--- src/pfr_pkg.sv ---
// Package for the pedal frame receiver: event codes, command bytes, the
// frame job record passed from front to back, and the button decode helpers.
// No dependencies.
`timescale 1ns / 1ps

package pfr_pkg;

	// Command bytes that open a frame
	localparam logic [7:0] CMD_ANNOUNCE = 8'hFD;
	localparam logic [7:0] CMD_BUTTON   = 8'hFC;
	localparam logic [7:0] CMD_POS      = 8'hFB;
	localparam logic [7:0] CMD_DOUBLE   = 8'hFA;

	// Pedal ids carried by an init frame
	localparam logic [7:0] ID_FTSW = 8'h08;
	localparam logic [7:0] ID_EXP  = 8'h0C;

	// Reply bytes
	localparam logic [7:0] REPLY_ACK = 8'hFD;
	localparam logic [7:0] REPLY_ERR = 8'hFE;

	// Event codes
	localparam logic [3:0] EV_FTSW_INIT = 4'd0;
	localparam logic [3:0] EV_EXP_INIT  = 4'd1;
	localparam logic [3:0] EV_BTN1_DOWN = 4'd2;
	localparam logic [3:0] EV_BTN2_DOWN = 4'd3;
	localparam logic [3:0] EV_BTN3_DOWN = 4'd4;
	localparam logic [3:0] EV_BTN4_DOWN = 4'd5;
	localparam logic [3:0] EV_BTN1_UP   = 4'd6;
	localparam logic [3:0] EV_BTN2_UP   = 4'd7;
	localparam logic [3:0] EV_BTN3_UP   = 4'd8;
	localparam logic [3:0] EV_BTN4_UP   = 4'd9;
	localparam logic [3:0] EV_EXP_DOWN  = 4'd10;
	localparam logic [3:0] EV_EXP_UP    = 4'd11;
	localparam logic [3:0] EV_DOUBLE    = 4'd12;
	localparam logic [3:0] EV_POSITION  = 4'd13;
	localparam logic [3:0] EV_NONE      = 4'd14;

	// Frame lengths per command
	localparam logic [2:0] LEN_INIT   = 3'd4;
	localparam logic [2:0] LEN_BUTTON = 3'd5;
	localparam logic [2:0] LEN_POS    = 3'd6;
	localparam logic [2:0] LEN_DOUBLE = 3'd7;

	localparam logic [13:0] ROCKER_MIN_RESET = 14'h3FFF;

	// Job queue geometry
	localparam int QDEPTH = 2;
	localparam int QPTW   = (QDEPTH > 1) ? $clog2(QDEPTH) : 1;
	localparam int QCNTW  = $clog2(QDEPTH + 1);

	// One completed frame: reply, up to three events and the state after it
	typedef struct packed {
		logic             reply_ok;
		logic [1:0]       nev;
		logic [3:0]       ev0;
		logic [3:0]       ev1;
		logic [3:0]       ev2;
		logic [13:0]      position;
		logic [4:0]       buttons;
		logic [1:0]       present;
	} job_t;

	// Map a 16-bit button code to its event
	function automatic logic [3:0] decode_change(input logic [7:0] lo, input logic [7:0] hi);
		logic [3:0] ev;
		case ({hi, lo})
			16'h7F7D: ev = EV_BTN1_DOWN;
			16'h7E7D: ev = EV_BTN2_DOWN;
			16'h7D7D: ev = EV_BTN3_DOWN;
			16'h7C7D: ev = EV_BTN4_DOWN;
			16'h7F7F: ev = EV_BTN1_UP;
			16'h7E7F: ev = EV_BTN2_UP;
			16'h7D7F: ev = EV_BTN3_UP;
			16'h7C7F: ev = EV_BTN4_UP;
			16'h007C: ev = EV_EXP_DOWN;
			16'h007E: ev = EV_EXP_UP;
			default:  ev = EV_NONE;
		endcase
		return ev;
	endfunction

	// Apply a button event to the held-button flags
	function automatic logic [4:0] apply_button(input logic [4:0] flags, input logic [3:0] ev);
		logic [4:0] f;
		f = flags;
		case (ev)
			EV_BTN1_DOWN: f[0] = 1'b1;
			EV_BTN2_DOWN: f[1] = 1'b1;
			EV_BTN3_DOWN: f[2] = 1'b1;
			EV_BTN4_DOWN: f[3] = 1'b1;
			EV_BTN1_UP:   f[0] = 1'b0;
			EV_BTN2_UP:   f[1] = 1'b0;
			EV_BTN3_UP:   f[2] = 1'b0;
			EV_BTN4_UP:   f[3] = 1'b0;
			EV_EXP_DOWN:  f[4] = 1'b1;
			EV_EXP_UP:    f[4] = 1'b0;
			default:      f = flags;
		endcase
		return f;
	endfunction

endpackage

--- src/pedal_frame_receiver.sv ---
// Top level of the pedal frame receiver: byte stream in, reply and event
// results out. Depends on pfr_pkg, pfr_front, pfr_queue, pfr_back.
//
//  channel | dir | handshake               | payload
//  --------+-----+-------------------------+--------------------------------------
//  s_axis  | in  | s_axis_tvalid/tready    | tdata[7:0] rx_byte
//  m_axis  | out | m_axis_tvalid/tready    | tdata: reply, event, position,
//          |     |                         | buttons, present; tuser kind; tlast
//
// One byte is taken per cycle while the queue has room; the frame is decoded in
// the same cycle its final byte arrives and the job enters a two-entry queue.
// Each completed frame gives one to four results, one per cycle while m_axis_tready
// is high, from the output register: four or more bytes per frame drain at full rate.
// s_axis_tready drops only while the job queue is full.
// arst_n clears frame tracking, pedal state, the queue and the output valid.
`timescale 1ns / 1ps

module pedal_frame_receiver import pfr_pkg::*; (
	input  logic        clk,
	input  logic        arst_n,
	input  logic        s_axis_tvalid,
	output logic        s_axis_tready,
	input  logic [7:0]  s_axis_tdata,   // [7:0] rx_byte
	output logic        m_axis_tvalid,
	input  logic        m_axis_tready,
	output logic [39:0] m_axis_tdata,   // [7:0] reply_byte, [11:8] event_code,
	                                    // [25:12] position, [30:26] buttons,
	                                    // [32:31] present, [39:33] zero
	output logic        m_axis_tuser,   // [0] kind
	output logic        m_axis_tlast
);

	logic        q_full;
	logic        push;
	job_t        push_job;
	logic        head_valid;
	job_t        head_job;
	logic        pop;
	logic        r_kind;
	logic [7:0]  r_reply;
	logic [3:0]  r_event;
	logic [13:0] r_position;
	logic [4:0]  r_buttons;
	logic [1:0]  r_present;

	assign s_axis_tready = !q_full;

	pfr_front u_front (
		.clk        (clk),
		.arst_n     (arst_n),
		.byte_valid (s_axis_tvalid && s_axis_tready),
		.byte_data  (s_axis_tdata),
		.job_push   (push),
		.job        (push_job)
	);

	pfr_queue u_queue (
		.clk        (clk),
		.arst_n     (arst_n),
		.push       (push),
		.push_job   (push_job),
		.pop        (pop),
		.full       (q_full),
		.head_valid (head_valid),
		.head_job   (head_job)
	);

	pfr_back u_back (
		.clk          (clk),
		.arst_n       (arst_n),
		.job_valid    (head_valid),
		.job          (head_job),
		.job_pop      (pop),
		.out_valid    (m_axis_tvalid),
		.out_ready    (m_axis_tready),
		.out_kind     (r_kind),
		.out_reply    (r_reply),
		.out_event    (r_event),
		.out_position (r_position),
		.out_buttons  (r_buttons),
		.out_present  (r_present),
		.out_last     (m_axis_tlast)
	);

	// Pack result fields, lowest field first
	assign m_axis_tdata = {7'd0, r_present, r_buttons, r_position, r_event, r_reply};
	assign m_axis_tuser = r_kind;

endmodule

--- src/pfr_front.sv ---
// Front end of the pedal frame receiver: assembles frames from bytes, runs
// the XOR check, decodes events and keeps pedal state. Depends on pfr_pkg.
`timescale 1ns / 1ps

module pfr_front import pfr_pkg::*; (
	input  logic       clk,
	input  logic       arst_n,
	input  logic       byte_valid,
	input  logic [7:0] byte_data,
	output logic       job_push,
	output job_t       job
);

	logic [7:0]  cmd_q;
	logic [2:0]  count_q;
	logic [2:0]  len_q;
	logic [7:0]  cs_q;
	logic [7:0]  data_q [1:5];
	logic [4:0]  flags_q;
	logic [1:0]  present_q;
	logic [13:0] pos_q;
	logic [13:0] min_q;

	logic        is_cmd;
	logic        room;
	logic        done;
	logic [2:0]  cmd_len;
	logic [4:0]  flags_d;
	logic [1:0]  present_d;
	logic [13:0] pos_d;
	logic [13:0] min_d;
	logic [13:0] raw_pos;
	logic [3:0]  e1;
	logic [3:0]  e2;
	logic [4:0]  flags_t;

	assign is_cmd = byte_data[7];
	assign room   = (len_q > count_q) && (count_q != 3'd7);
	assign done   = byte_valid && !is_cmd && room && ((count_q + 3'd1) == len_q);

	// Look up frame length of a command byte
	always_comb begin
		case (byte_data)
			CMD_ANNOUNCE: cmd_len = LEN_INIT;
			CMD_BUTTON:   cmd_len = LEN_BUTTON;
			CMD_POS:      cmd_len = LEN_POS;
			CMD_DOUBLE:   cmd_len = LEN_DOUBLE;
			default:      cmd_len = 3'd0;
		endcase
	end

	// Track frame position and running checksum
	always_ff @(posedge clk or negedge arst_n) begin
		if (!arst_n) begin
			cmd_q   <= 8'h00;
			count_q <= 3'd0;
			len_q   <= 3'd0;
			cs_q    <= 8'h00;
		end else if (byte_valid) begin
			if (is_cmd) begin
				cmd_q   <= byte_data;
				cs_q    <= 8'h00;
				len_q   <= cmd_len;
				count_q <= (cmd_len != 3'd0) ? 3'd1 : 3'd0;
			end else if (room && !done) begin
				cs_q    <= cs_q ^ byte_data;
				count_q <= count_q + 3'd1;
			end else begin
				len_q   <= 3'd0;
				count_q <= 3'd0;
			end
		end
	end

	// Store data bytes at their frame slot
	always_ff @(posedge clk) begin
		for (int i = 1; i <= 5; i++) begin
			if (byte_valid && !is_cmd && room && count_q == 3'(i))
				data_q[i] <= byte_data;
		end
	end

	assign raw_pos = {data_q[3][6:0], data_q[4][6:0]};
	assign e1      = decode_change(data_q[2], data_q[3]);
	assign e2      = decode_change(data_q[4], data_q[5]);
	assign flags_t = apply_button(flags_q, e1);

	// Decode the completed frame into events and next pedal state
	always_comb begin
		flags_d   = flags_q;
		present_d = present_q;
		pos_d     = pos_q;
		min_d     = min_q;
		job       = '0;
		job.reply_ok = ((cs_q ^ byte_data) == 8'h00);
		job.ev0   = EV_NONE;
		job.ev1   = EV_NONE;
		job.ev2   = EV_NONE;
		case (cmd_q)
			CMD_ANNOUNCE: begin
				if (data_q[1] == ID_FTSW) begin
					flags_d      = flags_q & 5'h10;
					present_d    = present_q | 2'b01;
					job.nev      = 2'd1;
					job.ev0      = EV_FTSW_INIT;
				end else if (data_q[1] == ID_EXP) begin
					flags_d      = flags_q & 5'h0F;
					pos_d        = 14'd0;
					present_d    = present_q | 2'b10;
					job.nev      = 2'd1;
					job.ev0      = EV_EXP_INIT;
				end
			end
			CMD_BUTTON: begin
				flags_d = flags_t;
				job.ev0 = e1;
				job.nev = (e1 != EV_NONE) ? 2'd1 : 2'd0;
			end
			CMD_DOUBLE: begin
				flags_d = apply_button(flags_t, e2);
				job.nev = 2'd3;
				job.ev0 = EV_DOUBLE;
				job.ev1 = e1;
				job.ev2 = e2;
			end
			CMD_POS: begin
				min_d   = (raw_pos < min_q) ? raw_pos : min_q;
				pos_d   = raw_pos - min_d;
				job.nev = 2'd1;
				job.ev0 = EV_POSITION;
			end
			default: begin
				job.nev = 2'd0;
			end
		endcase
		job.position = pos_d;
		job.buttons  = flags_d;
		job.present  = present_d;
	end

	assign job_push = done;

	// Commit pedal state when a frame completes
	always_ff @(posedge clk or negedge arst_n) begin
		if (!arst_n) begin
			flags_q   <= 5'd0;
			present_q <= 2'd0;
			pos_q     <= 14'd0;
			min_q     <= ROCKER_MIN_RESET;
		end else if (done) begin
			flags_q   <= flags_d;
			present_q <= present_d;
			pos_q     <= pos_d;
			min_q     <= min_d;
		end
	end

endmodule

--- src/pfr_queue.sv ---
// Short job queue between front and back of the pedal frame receiver.
// Depends on pfr_pkg (job_t, QDEPTH).
`timescale 1ns / 1ps

module pfr_queue import pfr_pkg::*; (
	input  logic clk,
	input  logic arst_n,
	input  logic push,
	input  job_t push_job,
	input  logic pop,
	output logic full,
	output logic head_valid,
	output job_t head_job
);

	job_t            slot_q [QDEPTH];
	logic [QPTW-1:0] wr_q;
	logic [QPTW-1:0] rd_q;
	logic [QCNTW-1:0] cnt_q;

	assign full       = (cnt_q == QCNTW'(QDEPTH));
	assign head_valid = (cnt_q != '0);
	assign head_job   = slot_q[rd_q];

	// Write payload into the slot at the tail
	always_ff @(posedge clk) begin
		if (push)
			slot_q[wr_q] <= push_job;
	end

	// Advance pointers and occupancy
	always_ff @(posedge clk or negedge arst_n) begin
		if (!arst_n) begin
			wr_q  <= '0;
			rd_q  <= '0;
			cnt_q <= '0;
		end else begin
			if (push)
				wr_q <= (wr_q == QPTW'(QDEPTH - 1)) ? '0 : wr_q + 1'b1;
			if (pop)
				rd_q <= (rd_q == QPTW'(QDEPTH - 1)) ? '0 : rd_q + 1'b1;
			if (push && !pop)
				cnt_q <= cnt_q + 1'b1;
			else if (pop && !push)
				cnt_q <= cnt_q - 1'b1;
		end
	end

endmodule

--- src/pfr_back.sv ---
// Back end of the pedal frame receiver: expands each queued job into its reply and
// event results, one per cycle while out_ready is high, through an output register.
// Depends on pfr_pkg.
`timescale 1ns / 1ps

module pfr_back import pfr_pkg::*; (
	input  logic        clk,
	input  logic        arst_n,
	input  logic        job_valid,
	input  job_t        job,
	output logic        job_pop,
	output logic        out_valid,
	input  logic        out_ready,
	output logic        out_kind,
	output logic [7:0]  out_reply,
	output logic [3:0]  out_event,
	output logic [13:0] out_position,
	output logic [4:0]  out_buttons,
	output logic [1:0]  out_present,
	output logic        out_last
);

	logic [1:0]  idx_q;
	logic        valid_q;
	logic        kind_q;
	logic [7:0]  reply_q;
	logic [3:0]  event_q;
	logic [13:0] position_q;
	logic [4:0]  buttons_q;
	logic [1:0]  present_q;
	logic        last_q;

	logic        load;
	logic        res_last;
	logic [3:0]  res_event;

	assign load     = job_valid && (!valid_q || out_ready);
	assign res_last = (idx_q == job.nev);
	assign job_pop  = load && res_last;

	// Pick the event for the current result slot
	always_comb begin
		case (idx_q)
			2'd1:    res_event = job.ev0;
			2'd2:    res_event = job.ev1;
			2'd3:    res_event = job.ev2;
			default: res_event = EV_NONE;
		endcase
	end

	// Step through the results of the head job
	always_ff @(posedge clk or negedge arst_n) begin
		if (!arst_n) begin
			idx_q   <= 2'd0;
			valid_q <= 1'b0;
		end else begin
			if (load)
				idx_q <= res_last ? 2'd0 : idx_q + 2'd1;
			if (load)
				valid_q <= 1'b1;
			else if (out_ready)
				valid_q <= 1'b0;
		end
	end

	// Hold the result payload until taken
	always_ff @(posedge clk) begin
		if (load) begin
			kind_q     <= (idx_q != 2'd0);
			reply_q    <= (idx_q != 2'd0) ? 8'h00 : (job.reply_ok ? REPLY_ACK : REPLY_ERR);
			event_q    <= res_event;
			position_q <= (idx_q != 2'd0) ? job.position : 14'd0;
			buttons_q  <= (idx_q != 2'd0) ? job.buttons : 5'd0;
			present_q  <= (idx_q != 2'd0) ? job.present : 2'd0;
			last_q     <= res_last;
		end
	end

	assign out_valid    = valid_q;
	assign out_kind     = kind_q;
	assign out_reply    = reply_q;
	assign out_event    = event_q;
	assign out_position = position_q;
	assign out_buttons  = buttons_q;
	assign out_present  = present_q;
	assign out_last     = last_q;

`ifndef SYNTHESIS
	a_idle_index: assert property (@(posedge clk) disable iff (!arst_n)
		!job_valid |-> idx_q == 2'd0)
		else $error("result index moved with no job queued");
	a_index_bound: assert property (@(posedge clk) disable iff (!arst_n)
		job_valid |-> idx_q <= job.nev)
		else $error("result index past event count");
	a_pop_last: assert property (@(posedge clk) disable iff (!arst_n)
		job_pop |=> valid_q && last_q)
		else $error("job retired without a final result");
	a_reply_first: assert property (@(posedge clk) disable iff (!arst_n)
		load && idx_q == 2'd0 |=> !kind_q)
		else $error("first result of a job is not a reply");
`endif

endmodule

--- config.mk ---
export PLATFORM = sky130hd
export DESIGN_NAME = pedal_frame_receiver
export DESIGN_NICKNAME = d
export VERILOG_FILES = /design/src/pfr_pkg.sv /design/src/pedal_frame_receiver.sv /design/src/pfr_front.sv /design/src/pfr_queue.sv /design/src/pfr_back.sv
export SDC_FILE = /design/constraint.sdc
export NUM_CORES = 1
export LEC_CHECK = 0
export BUFFER_PORTS_ARGS = -buffer_cell sky130_fd_sc_hd__buf_2
export CORE_ASPECT_RATIO = 0.75
export CORE_MARGIN = 2
export CORE_UTILIZATION = 61
export CTS_CLUSTER_SIZE = 40
export DETAILED_ROUTE_END_ITERATION = 8
export GPL_TIMING_DRIVEN = 0
export PLACE_DENSITY_LB_ADDON = 0.08
export RECOVER_POWER = 25
export SLEW_MARGIN = 20
export SYNTH_ARGS = -nofsm -noshare
export SYNTH_HDL_FRONTEND = slang
export SYNTH_SLANG_ARGS = --single-unit
--- constraint.sdc ---
create_clock -name clk -period 4.7 [get_ports clk]
set_input_delay 0.235 -clock clk [delete_from_list [all_inputs] [get_ports clk]]
set_output_delay 0.235 -clock clk [all_outputs]
set_load 0.02 [all_outputs]
# After elaboration in Yosys (flattened, before gate mapping)
# Memories as Yosys holds them, arrays and structs flattened.
# Cells that the tools add are included.
dict set report totals {
  ram_bits 112
  wordCells 201
  mem_count 2
  inputBits 12
  regBits 99
  output_inout_bits 44
}
dict set report classes {
  order_cmp 2
  eq_ne 64
  n_bitwise 1
  n_reduce_logical 36
  n_addsub 7
  mux 69
}
# name words word_bits read_ports rd_clocked_by_memory_dff write_ports line
set mem_list {}
lappend mem_list {u_queue.slot_q 2 36 1 0 1 pfr_queue.sv:16} ;# job_t slot_q [QDEPTH];
lappend mem_list {u_front.data_q 5 8 5 0 1 pfr_front.sv:18} ;# logic [7:0] data_q [1:5];
# cell count
set ops {}
lappend ops {{== test 16 x 15 -> 1 bit (second input constant)} 16}
lappend ops {{case mux 4 bit (10 select lines)} 2}
lappend ops {{== test 16 x 7 -> 1 bit (second input constant)} 4}
lappend ops {{== test 8 bit (second input constant)} 8}
lappend ops {{2-to-1 mux 8 bit} 7}
lappend ops {{2-to-1 mux 14 bit} 3}
lappend ops {{== test 4 x 3 -> 1 bit (second input constant)} 8}
lappend ops {{== test 4 bit (second input constant)} 8}
lappend ops {{OR reduction 8 bit} 4}
lappend ops {{case mux 14 bit (2 select lines)} 1}
lappend ops {{2-to-1 mux 3 bit} 8}
lappend ops {{2-to-1 mux 1 bit} 22}
lappend ops {{case mux 1 bit (2 select lines)} 10}
lappend ops {{== test 4 x 2 -> 1 bit (second input constant)} 4}
lappend ops {{== test 8 x 4 -> 1 bit (second input constant)} 2}
lappend ops {{case mux 4 bit (4 select lines)} 1}
lappend ops {{logical AND 1 bit} 15}
lappend ops {{2-to-1 mux 5 bit} 3}
lappend ops {{case mux 5 bit (3 select lines)} 1}
lappend ops {{less-than comparator 14 bit} 1}
lappend ops {{2-to-1 mux 2 bit} 7}
lappend ops {{subtractor 14 bit} 1}
lappend ops {{case mux 3 bit (4 select lines)} 1}
lappend ops {{case mux 4 bit (3 select lines)} 1}
lappend ops {{other kinds (24)} 41}

# Longest topological paths before layout
# Gate-level depths: netlist (run 1).
dict set report depth {
  ltp_word 13
  depth_mapped 19
  ltp_nobuf 17
}

# Hierarchy
# A second synthesis (run 1) with hierarchy kept.
dict set report hier_totals {
  cells_unflattened 871
  area_unflattened_um2 10386.2
}
# module instances area_each_um2 cells_per_inst seq_area_each_um2
set by_module_without_submodules {}
lappend by_module_without_submodules {pfr_front 1 5990.7 639 2645.0}
lappend by_module_without_submodules {pfr_queue 1 2936.6 128 2262.2}
lappend by_module_without_submodules {pfr_back 1 1392.6 94 975.9}
lappend by_module_without_submodules {pedal_frame_receiver 1 66.3 10 0.0}

# Worst setup path after synthesis (run 1)
# OpenSTA, ideal clock, no wires.
dict set report synth_timing {
  path_type {flip-flop to flip-flop}
  start {register u_front.min_q[3]}
  end {memory u_queue.slot_q[0][20] (netlist name), data pin}
  t_arrival_ns 3.437
  setup_slack_ns 0.994
  synth_period_minus_slack_ns 3.706
  stages_incl_launch_ff 19
  setup_ns 0.269
  t_required_ns 4.431
  path_buffers 1
  cell_sequence {dfstp_2 > inv_1 > ha_1 > a211o_1 > a21oi_1 > o21a_1 > o21ai_1 > clkbuf_1 > nand2_1 > o21ai_0 > ha_1 > inv_1 > o21ai_0 > a2111oi_2 > nor3_1 > nor3_2 > a21oi_1 > xnor2_1 > o21ai_0}
}
# element line
set synth_lines {}
lappend synth_lines {{from (decl)} pfr_front.sv:22} ;# logic [13:0] min_q;
lappend synth_lines {{from (signal assigned)} pfr_front.sv:154} ;# min_q <= min_d;
lappend synth_lines {{to (decl)} pfr_queue.sv:16}

==> impl_summary.md, run 1 <==
Synthesis
Averaged over all synthesized cells, the footprint is 11.6 um^2. Synthesis inferred 206 register bits. The share of the Yosys chip area taken by registers is 0.580. Ranked by total cell area, the synthesized netlist is headed by edfxtp_1 42%, dfrtp_1 12%, ha_1 4.2%, dfstp_2 3.6%, nand2_1 3.4%. The cell taking the most area after synthesis is edfxtp_1. The share of flip-flops with an asynchronous set or reset is 0.311. The mapped netlist covers approximately 0.010 mm^2. The count of warnings emitted by yosys is 0. The synthesized netlist contains between 70 and 80 unique library cells. In the synthesized netlist, the number of instances is 871.

The share of synthesized area in the top cell type comes to 0.421. The number of synthesized flops with an enable pin is 142. The most used flip-flop cell after synthesis is edfxtp_1.

Drt
In this run, the number of DRC markers left after iteration 0 of detailed routing was a little under 600. The number of detailed-routing iterations run before antenna repair is 8. The wire length on met1 is 10,800 um. In the final routed layout, each cell accounts on average for roughly 19 um.

For this block, the via count after detailed routing is 6,950. In this run the remaining antenna-violating nets after routing total 0. The per-cell via count in the routed design is roughly 5.9. The uppermost signal routing layer after detailed routing is met4.

The total met3 wirelength after detailed routing is ~1200 um. In the detailed route, the total length drawn on met2 is just under 10,000 um. For this run, design rule violations remaining after detail routing come to 0. The post-detailed-routing wire length is 22,300 um.

Job
The tool flagged a number of max-cap violations equal to 1.

Floorplanning
Measured along the y axis, the die boundary spans roughly 120 um. The initialized floorplan defines 40 standard-cell rows. For this configuration, the core starts out at a cell density of 0.629.

The number of top-level pins is 56. The x dimension of the die is 153 um. The floorplan step defined a die boundary enclosing around 0.018 mm^2. The core region is between 0.015 and 0.02 mm^2.

Place
The total of buffers placed on input and output ports is 48. The instance count after placement with tap cells included is ~1,100. The last weighted congestion value of the routability-driven placer is between 0.9 and 1. The HPWL after detailed placement is around 16,000 um. The worst setup slack before clock tree synthesis is between 0.15 and 0.2 ns.

Finish
From synthesis to final layout, the design area changed by 12.4%. The final instance count without filler cells is 1,177. 0 antenna diodes ended up in the layout. The final cell utilization of the core is 0.707.

The net total in the final layout is 998. The fraction of final layout cells with drive strength greater than 1 is 0.157. The filler cell count is 1,138.

STA
Dividing the final minimum period by the clock period gives 0.938. Setup repair after global routing left no endpoint under its margin. Hold is met by 0.0146 ns. The worst path setup slack after routing is around 0.3 ns. The shortest period the worst path allows is 4.41 ns.

The final number of max-transition violations came to between 40 and 50. The count of endpoints failing hold in the final timing report is 0. Setup violations remaining at the end of the flow were counted as 0. The setup total negative slack is 0 ns. The worst pin sits at a relative slew slack of -0.529. The transition at the pin with the smallest max-transition slack is approximately 2.3 ns. On the final layout, the worst clock skew is approximately 0.0087 ns. The top achievable clock speed is around 230 MHz.

Setup path
The path type of the worst setup path is register to register. Measured in cells, the most critical reg-to-reg path has a length of 18. The delay of the slowest cell on the worst path is 0.56 ns.

The nature of the critical path startpoint is a register. The critical path goes through inv_1, ha_1, a211o_1, a21oi_1, o21a_1, o21ai_2, buf_2, nand2_1, o21ai_0, ha_1, inv_1, o21ai_0, a2111oi_2, nor3_1, nor3_2, a211oi_1, mux2i_1, nand2_1. The critical path data required time is 4.92 ns. The buffers plus inverters on the worst setup path is 3. For this design, the slowest cell found on the critical path is dfstp_2. The family of cells with the greatest summed delay on the critical path is compound AO/OA/AOI/OAI gates. Of all nets on the critical path, the largest fanout is 10. The worst setup path is captured at a register. Counting buffers and inverters, the worst setup path is 18 cells deep.

The critical path data arrival time is 4.63 ns.

GRT
The initial antenna violation count is 0. For this run the aggregate overflow at the end of global routing stands at 0. The number of global-route vias before repair was 6,732. The largest net degree at the start of global routing is 42. In the global route stage, overall resource usage came out at 0.259. The wire length of the first global-routing pass is between 30,000 and 40,000 um.

Clock tree
The count of buffers added by post-CTS timing repair for setup is 0. The longest clock path from root to sink contains 3 buffers. The buffer cell driving the clock tree root is clkbuf_16. The number of H-tree levels is 1. For this design, the sink count on the clock tree is ~210. The clock latency of the later-clocked register in the worst-skew pair is between 0.4 and 0.5 ns.

The TritonCTS buffer count is 21. After clock tree synthesis, the clock-pin slew on the worst setup and hold paths is about 0.060 ns. The TritonCTS clock tree is done.

Run status
The checks that failed: capacitance limit, slew limit. The run finished, with violations left.

Hold path
The worst hold path belongs to the class input port to register. The count of cells along the worst hold path is 3.

Power and ir drop
VDD sags by at most around 0.00033 V. The analysis attributes to cell leakage a power of roughly 4.4 nW. The power per cell area is around 440 mW/mm^2.
## cell usage after synthesis (15+ instances only)
master,n
buf_4,15
mux2_2,21
o21ai_0,68
ha_1,34
nor2_1,71
mux2i_1,28
dfrtp_1,50
xnor2_1,22
a21oi_1,36
edfxtp_1,142
nand2_1,93
nand2b_1,25
inv_1,35
clkbuf_1,16
## final cells by class
cell class | count | area [um^2] | share of cell area
buffer | 41 | 233 | 0.0204
inverter | 37 | 139 | 0.0122
multi-input combinational | 593 | 3930 | 0.345
tap | 210 | 263 | 0.0231
clock buffer | 29 | 566 | 0.0497
clock inverter | 9 | 101 | 0.00890
sequential | 206 | 5880 | 0.517
timing repair buffer | 52 | 275 | 0.0242
## flip-flops by register name (all words and copies together) (netlist names), 5 cells and up
| signal | count |
|---|---|
| u_queue.slot_q | 72 |
| u_back.out_position | 14 |
| u_front.min_q | 14 |
| u_front.cs_q | 8 |
| u_front.flags_q | 5 |
| u_front.pos_q | 14 |
| u_front.cmd_q | 8 |
| u_front.data_q | 40 |
| u_back.out_buttons | 5 |
## worst min-delay path, stage by stage
cell,delay [ns]
buf_2,0.07
nand2b_1,0.11
nand2_1,0.05
## layout by cell type (no fill, tap or decap), drive strengths merged, types with 4 or more instances in the layout
cell type | netlist | layout
edfxtp | 142 | 142
nand2 | 96 | 96
o21ai | 76 | 76
nor2 | 72 | 72
buf | 25 | 61
clkbuf | 16 | 60
dfrtp | 50 | 50
inv | 37 | 39
a21oi | 36 | 36
ha | 34 | 34
mux2i | 28 | 28
nand2b | 25 | 25
xnor2 | 24 | 24
mux2 | 23 | 23
dfstp | 14 | 14
and3 | 14 | 14
nand3 | 12 | 12
nor3 | 12 | 12
nand4 | 11 | 11
xor2 | 9 | 9
a221oi | 9 | 9
nor4 | 9 | 9
o31ai | 8 | 8
conb | 1 | 7
nor2b | 7 | 7
o211ai | 6 | 6
a31oi | 6 | 6
and2 | 5 | 5
maj3 | 5 | 5
o21a | 5 | 5
or3 | 4 | 4
and4 | 4 | 4
a21o | 4 | 4
or2 | 4 | 4
clkinv | 0 | 4
## per-layer routing
layer / global-route usage / vias up
li1: - / 3323
met1: 0.397 / 3372
met2: 0.403 / 224
met3: 0.0340 / 31
met4: 0.0605 / 0
met5: 0 / -
## power by group
| part | internal (mW) | switching [mW] | total [mW] | leakage, nW |
|---|---|---|---|---|
| sequential | 2.19 | 0.110 | 2.30 | 2.16 |
| clock | 0.956 | 0.661 | 1.62 | 0.320 |
| combinational | 0.387 | 0.741 | 1.13 | 1.94 |
| total | 3.53 | 1.51 | 5.05 | 4.42 |
## per-stage QoR
step	instance area (um^2)	power, mW
floorplan	10200	3.10
global placement	10700	3.41
detailed placement	10700	3.47
CTS	11400	5.09
global route	11400	5.26
finish	11400	5.05
## worst paths after layout
kind                       slack [ns]             start                     to
max in group asynchronous        1.30            arst_n       u_front.cmd_q[3]
min in group asynchronous        0.60            arst_n       u_front.pos_q[3]
setup / recovery                 0.29  u_front.min_q[3]  u_queue.slot_q[1][18]
hold reg to reg                  0.48  u_front.min_q[0]       u_front.min_q[0]
setup reg to reg                 0.29  u_front.min_q[3]  u_queue.slot_q[1][18]
hold / removal                   0.01     m_axis_tready       u_back.out_valid
## what timing repair did
action,in CTS,in global routing
setup endpoints to repair,0,10
hold endpoints to repair,23,0
resized for setup,0,7
hold buffers,1,0
## kinds of logic (layout without fill, tap and decap cells)
family | after synthesis | count (layout) | synth area share
AOI/OAI and AO/OA | 179 | 179 | 0.112
other | 1 | 7 | 0.000370
and+or+nand+nor | 284 | 284 | 0.140
muxes | 51 | 51 | 0.0539
adders and majority gates | 39 | 39 | 0.0469
xor gates and xnor gates | 33 | 33 | 0.0300
DFF | 206 | 206 | 0.580
buffers and inverters | 78 | 168 | 0.0365
Note: power is estimated with default switching activity, not from simulation.
==> run 2: changes to the inputs <==
--- a/config.mk
+++ b/config.mk
@@ -5,6 +5,7 @@
 export SDC_FILE = /design/constraint.sdc
 export NUM_CORES = 1
 export LEC_CHECK = 0
+export ABC_AREA = 1
 export BUFFER_PORTS_ARGS = -buffer_cell sky130_fd_sc_hd__buf_2
 export CORE_ASPECT_RATIO = 0.75
 export CORE_MARGIN = 2
@@ -13,7 +14,7 @@
 export DETAILED_ROUTE_END_ITERATION = 8
 export GPL_TIMING_DRIVEN = 0
 export PLACE_DENSITY_LB_ADDON = 0.08
-export RECOVER_POWER = 25
+export RECOVER_POWER = 100
 export SLEW_MARGIN = 20
 export SYNTH_ARGS = -nofsm -noshare
 export SYNTH_HDL_FRONTEND = slang
==> impl_summary.md, run 2 <==
Finish
The register with the most flip-flops was u_queue.slot_q (unchanged). The area taken by flip-flops and latches was 0.00588 mm^2 (unchanged). The filler cell count was 1,338 (was 1,138). Leading cell types in the layout, fill and taps excluded: 222 x nand2_1, 144 x nor2_1, 142 x edfxtp_1, 141 x inv_1, 86 x o21ai_0 (was 142 x edfxtp_1, 93 x nand2_1, 70 x nor2_1, 67 x o21ai_0, 50 x dfrtp_1). Leading registers by flop count: u_queue.slot_q (72), u_front.data_q (40) (unchanged).

The fraction of final layout cells with drive strength greater than 1 is 0.0795 (was 0.157). The number of flip-flops in the largest register came to 72 (unchanged). The final cell utilization of the core is 0.691 (was 0.707). The antenna diode instance count is 0 (unchanged). The area of the multi-input gates was 0.00359 mm^2 (was 0.00393 mm^2). The area growth from synthesis to final layout is 12.0% (was 12.4%).

The leading cell type in the layout, fill and taps excluded was nand2_1 (was edfxtp_1). The net total in the final layout is 1,213 (was 998).

Clock tree
The clock latency of the later-clocked register in the worst-skew pair is 0.50 ns (was 0.49 ns). The TritonCTS buffer count is 21 (unchanged). The number of clock sinks was 206 (unchanged). The deepest clock path buffer count is 3 (unchanged). The number of H-tree levels is 1 (unchanged). The TritonCTS clock tree is done (unchanged).

The buffer cell driving the clock tree root was clkbuf_16 (unchanged). The clock transition at the registers of the reported paths is 0.06 ns (about the same).

Synthesis
The portion of synthesized cell area occupied by the leading cell type is 0.416 (was 0.421). The number of instances in the synthesized netlist is 1,085 (was 871). The per-instance average area after synthesis is 9.45 um^2 (was 11.6 um^2).

The dominant register cell in the synthesized netlist is edfxtp_1 (unchanged). The number of unique standard cell types used by synthesis was 52 (was 75). The most common cell in the synthesized netlist is nand2_1 (was edfxtp_1). The summed instance area of the synthesized netlist is 0.0102 mm^2 (was 0.0101 mm^2).

The register bit count reported by yosys is 206 (unchanged). The count of warnings emitted by yosys was 0 (unchanged). The fraction of the yosys area taken by sequential cells is 0.574 (was 0.580). The share of flip-flops with an asynchronous set or reset came to 0.311 (unchanged). Most numerous cell types in the synthesized netlist: 220 x nand2_1, 142 x edfxtp_1, 141 x nor2_1 (was 142 x edfxtp_1, 93 x nand2_1, 71 x nor2_1). The number of synthesized flops with an enable pin is 142 (unchanged).

Top cells by area in the synthesized netlist: edfxtp_1 42%, dfrtp_1 12%, nand2_1 8.1%, nor2_1 5.2%, inv_1 5.1% (was edfxtp_1 42%, dfrtp_1 12%, ha_1 4.2%, dfstp_2 3.6%, nand2_1 3.4%). The cell taking the most area after synthesis was edfxtp_1 (unchanged).

Drt
The number of DRC markers after the initial detailed-route iteration is 714 (was 585). The amount of wire on met2 after detailed routing was 10,300 um (was 9880 um). The count of nets left with antenna violations after detail routing is 0 (unchanged). The detailed-route DRC error count is 0 (unchanged). The total met3 wirelength after detailed routing was 1380 um (was 1240 um). The total number of vias is 7,689 (was 6,950). The post-detailed-routing wire length is 22,700 um (was 22,300 um). The per-cell via count in the routed design is 5.50 (was 5.90). The wire length on met1 was 10,600 um (was 10,800 um). The number of detailed-routing iterations run before antenna repair came to 5 (was 8). The uppermost signal routing layer after detailed routing is met4 (unchanged). The final routed wire length divided by cell count is 16.3 um (was 19.0 um).

Power and ir drop
The internal power is 3.84 mW (was 3.53 mW). The switching power total is 1.86 mW (was 1.51 mW). The switching fraction of total power came to 0.326 (was 0.300). The combinational power share is 0.253 (was 0.224). The maximum vdd ir drop is 0.000404 V (was 0.000334 V).

The sequential fraction of design power is 0.434 (was 0.456). The clock network power share is 0.313 (was 0.320). The power per cell area is 496 mW/mm^2 (was 443 mW/mm^2). The cell leakage power is 4.83 nW (was 4.42 nW).

STA
The relative slew slack is -0.829 (was -0.529). Unrepaired setup endpoints after global routing: no (unchanged). The shortest period the worst path allows is 4.00 ns (was 4.41 ns). The transition at the pin with the smallest max-transition slack is 2.74 ns (was 2.29 ns). The final number of max-transition violations is 47 (was 42). The setup total negative slack came to 0 ns (unchanged). The count of endpoints failing setup in the final report is 0 (unchanged). The count of endpoints failing hold in the final timing report was 0 (unchanged).

The final critical-path share of the clock period is 0.851 (was 0.938). The top achievable clock speed came to 250 MHz (was 227 MHz). The worst clock skew is 0.0114 ns (was 0.00866 ns). The worst hold slack is 0.133 ns (was 0.0146 ns).

GRT
The number of global-route vias before repair came to 7,135 (was 6,732). The overall track demand over capacity in global routing was 0.257 (was 0.259). The overflow left after global routing is 0 (unchanged).

The largest net degree at the start of global routing is 47 (was 42). The initial antenna violation count is 0 (unchanged). The wire length of the first global-routing pass was 36,300 um (was 36,100 um).

Hold path
The worst min-delay path category is input port to register (unchanged). The startpoint of the tightest hold check path is s_axis_tdata[7] (was m_axis_tready). The count of cells along the worst hold path is 1 (was 3).

Setup path
The startpoint of the worst-slack reg-to-reg timing path is u_front.count_q[2] (was u_front.min_q[3]). The critical path data required time is 4.83 ns (was 4.92 ns). The maximum fanout encountered on the critical timing path was 23 (was 10). The critical path capture point type is a register (unchanged). The critical path launch point is u_front.count_q[2] (was u_front.min_q[3]). The setup slack on the worst flop-to-flop path was 0.70 ns (was 0.29 ns). The logic depth of the worst register-to-register path was 11 (was 18). The critical path data arrival time is 4.13 ns (was 4.63 ns).

The nature of the critical path startpoint is a register (unchanged). The path type of the worst setup path is register to register (unchanged).

Place
The last weighted congestion value of the routability-driven placer is 0.932 (was 0.919). The total of buffers placed on input and output ports is 48 (unchanged). The post-DP HPWL was 16,300 um (was 16,000 um).

Run status
Outcome: finished, violations left (unchanged). Violations in the final reports: capacitance limit, slew limit (unchanged).

Floorplanning
The number of top-level pins is 56 (unchanged). The die area is 0.0179 mm^2 (was 0.0177 mm^2). The core region area is 0.0166 mm^2 (was 0.0161 mm^2). The initial standard-cell utilization of the core is 0.617 (was 0.629).

The x dimension of the die is 154 um (was 153 um). The height of the die is 116 um (about the same). The number of standard-cell rows in the floorplan came to 41 (was 40).

Job
The number of violations of the max-capacitance limit is 1 (unchanged).
==> run 2: power groups by stage <==
| stage | Sequential, mW | Clock, mW | Combinational (mW) |
|---|---|---|---|
| 2_1_floorplan | 2.67 | 0 | 0.843 |
| 3_5_place_dp | 2.50 | 0 | 1.49 |
| 6_report | 2.47 | 1.78 | 1.44 |
| 4_1_cts | 2.47 | 1.80 | 1.50 |
| 3_3_place_gp | 2.49 | 0 | 1.45 |
| 5_1_grt | 2.50 | 1.87 | 1.62 |
==> run 2: final timing paths <==
check | to
max | u_queue.slot_q[1][29]
min | u_front.data_q[0][47]
max reg2reg | u_queue.slot_q[1][29]
min reg2reg | u_front.present_q[0]
max in group asynchronous | u_front.present_q[1]
min in group asynchronous | u_front.cs_q[4]
==> run 2: cell families after synthesis <==
group,share of synthesized area
AOI/OAI and AO/OA,0.0907
xor gates and xnor gates,0.0154
adders and majority gates,0.0415
buffers and inverters,0.0739
DFF,0.574
muxes,0.00110
other,0.000366
and+or+nand+nor,0.203
==> run 2: layout make-up <==
cell class                 count  share of cell area
buffer                        35              0.0168
clock buffer                  26              0.0492
timing repair buffer          53              0.0214
clock inverter                12              0.0162
sequential                   206               0.512
tap                          215              0.0234
inverter                     147              0.0481
multi-input combinational    703               0.312
==> run 2: repair_timing <==
| item | 4_1_cts | 5_1_grt |
|---|---|---|
| gates resized for setup | 0 | 0 |
| buffers inserted | 0 | 0 |
| hold buffers | 2 | 0 |
| endpoints found under the hold margin | 51 | 0 |
==> run 2: worst max-delay path: stages, from the launching register on <==
cell and delay [ns]:
dfrtp_1 0.41, inv_1 0.17, ha_1 0.29, a31o_2 0.21, nor2_1 0.10, inv_1 0.06
nor2_1 0.18, nand2_1 0.20, nor2_1 0.61, inv_1 0.33, nor2_4 0.45, clkbuf_2 0.60
==> run 2: per-stage QoR <==
stage	power (mW)	setup slack, ns	instances	instance area, um^2
finish	5.70	0.701	1397	11500
global route	5.99	0.429	1397	11500
CTS	5.78	1.15	1397	11700
detailed placement	3.99	1.20	1357	10900
global placement	3.94	-0.457	1354	10800
floorplan	3.51	0.830	1091	10300
==> run 2: metal layers <==
layer,global-route usage,vias to the layer above
li1,-,3785
met1,0.366,3650
met2,0.425,218
met3,0.0397,36
met4,0.0581,0
met5,0,-
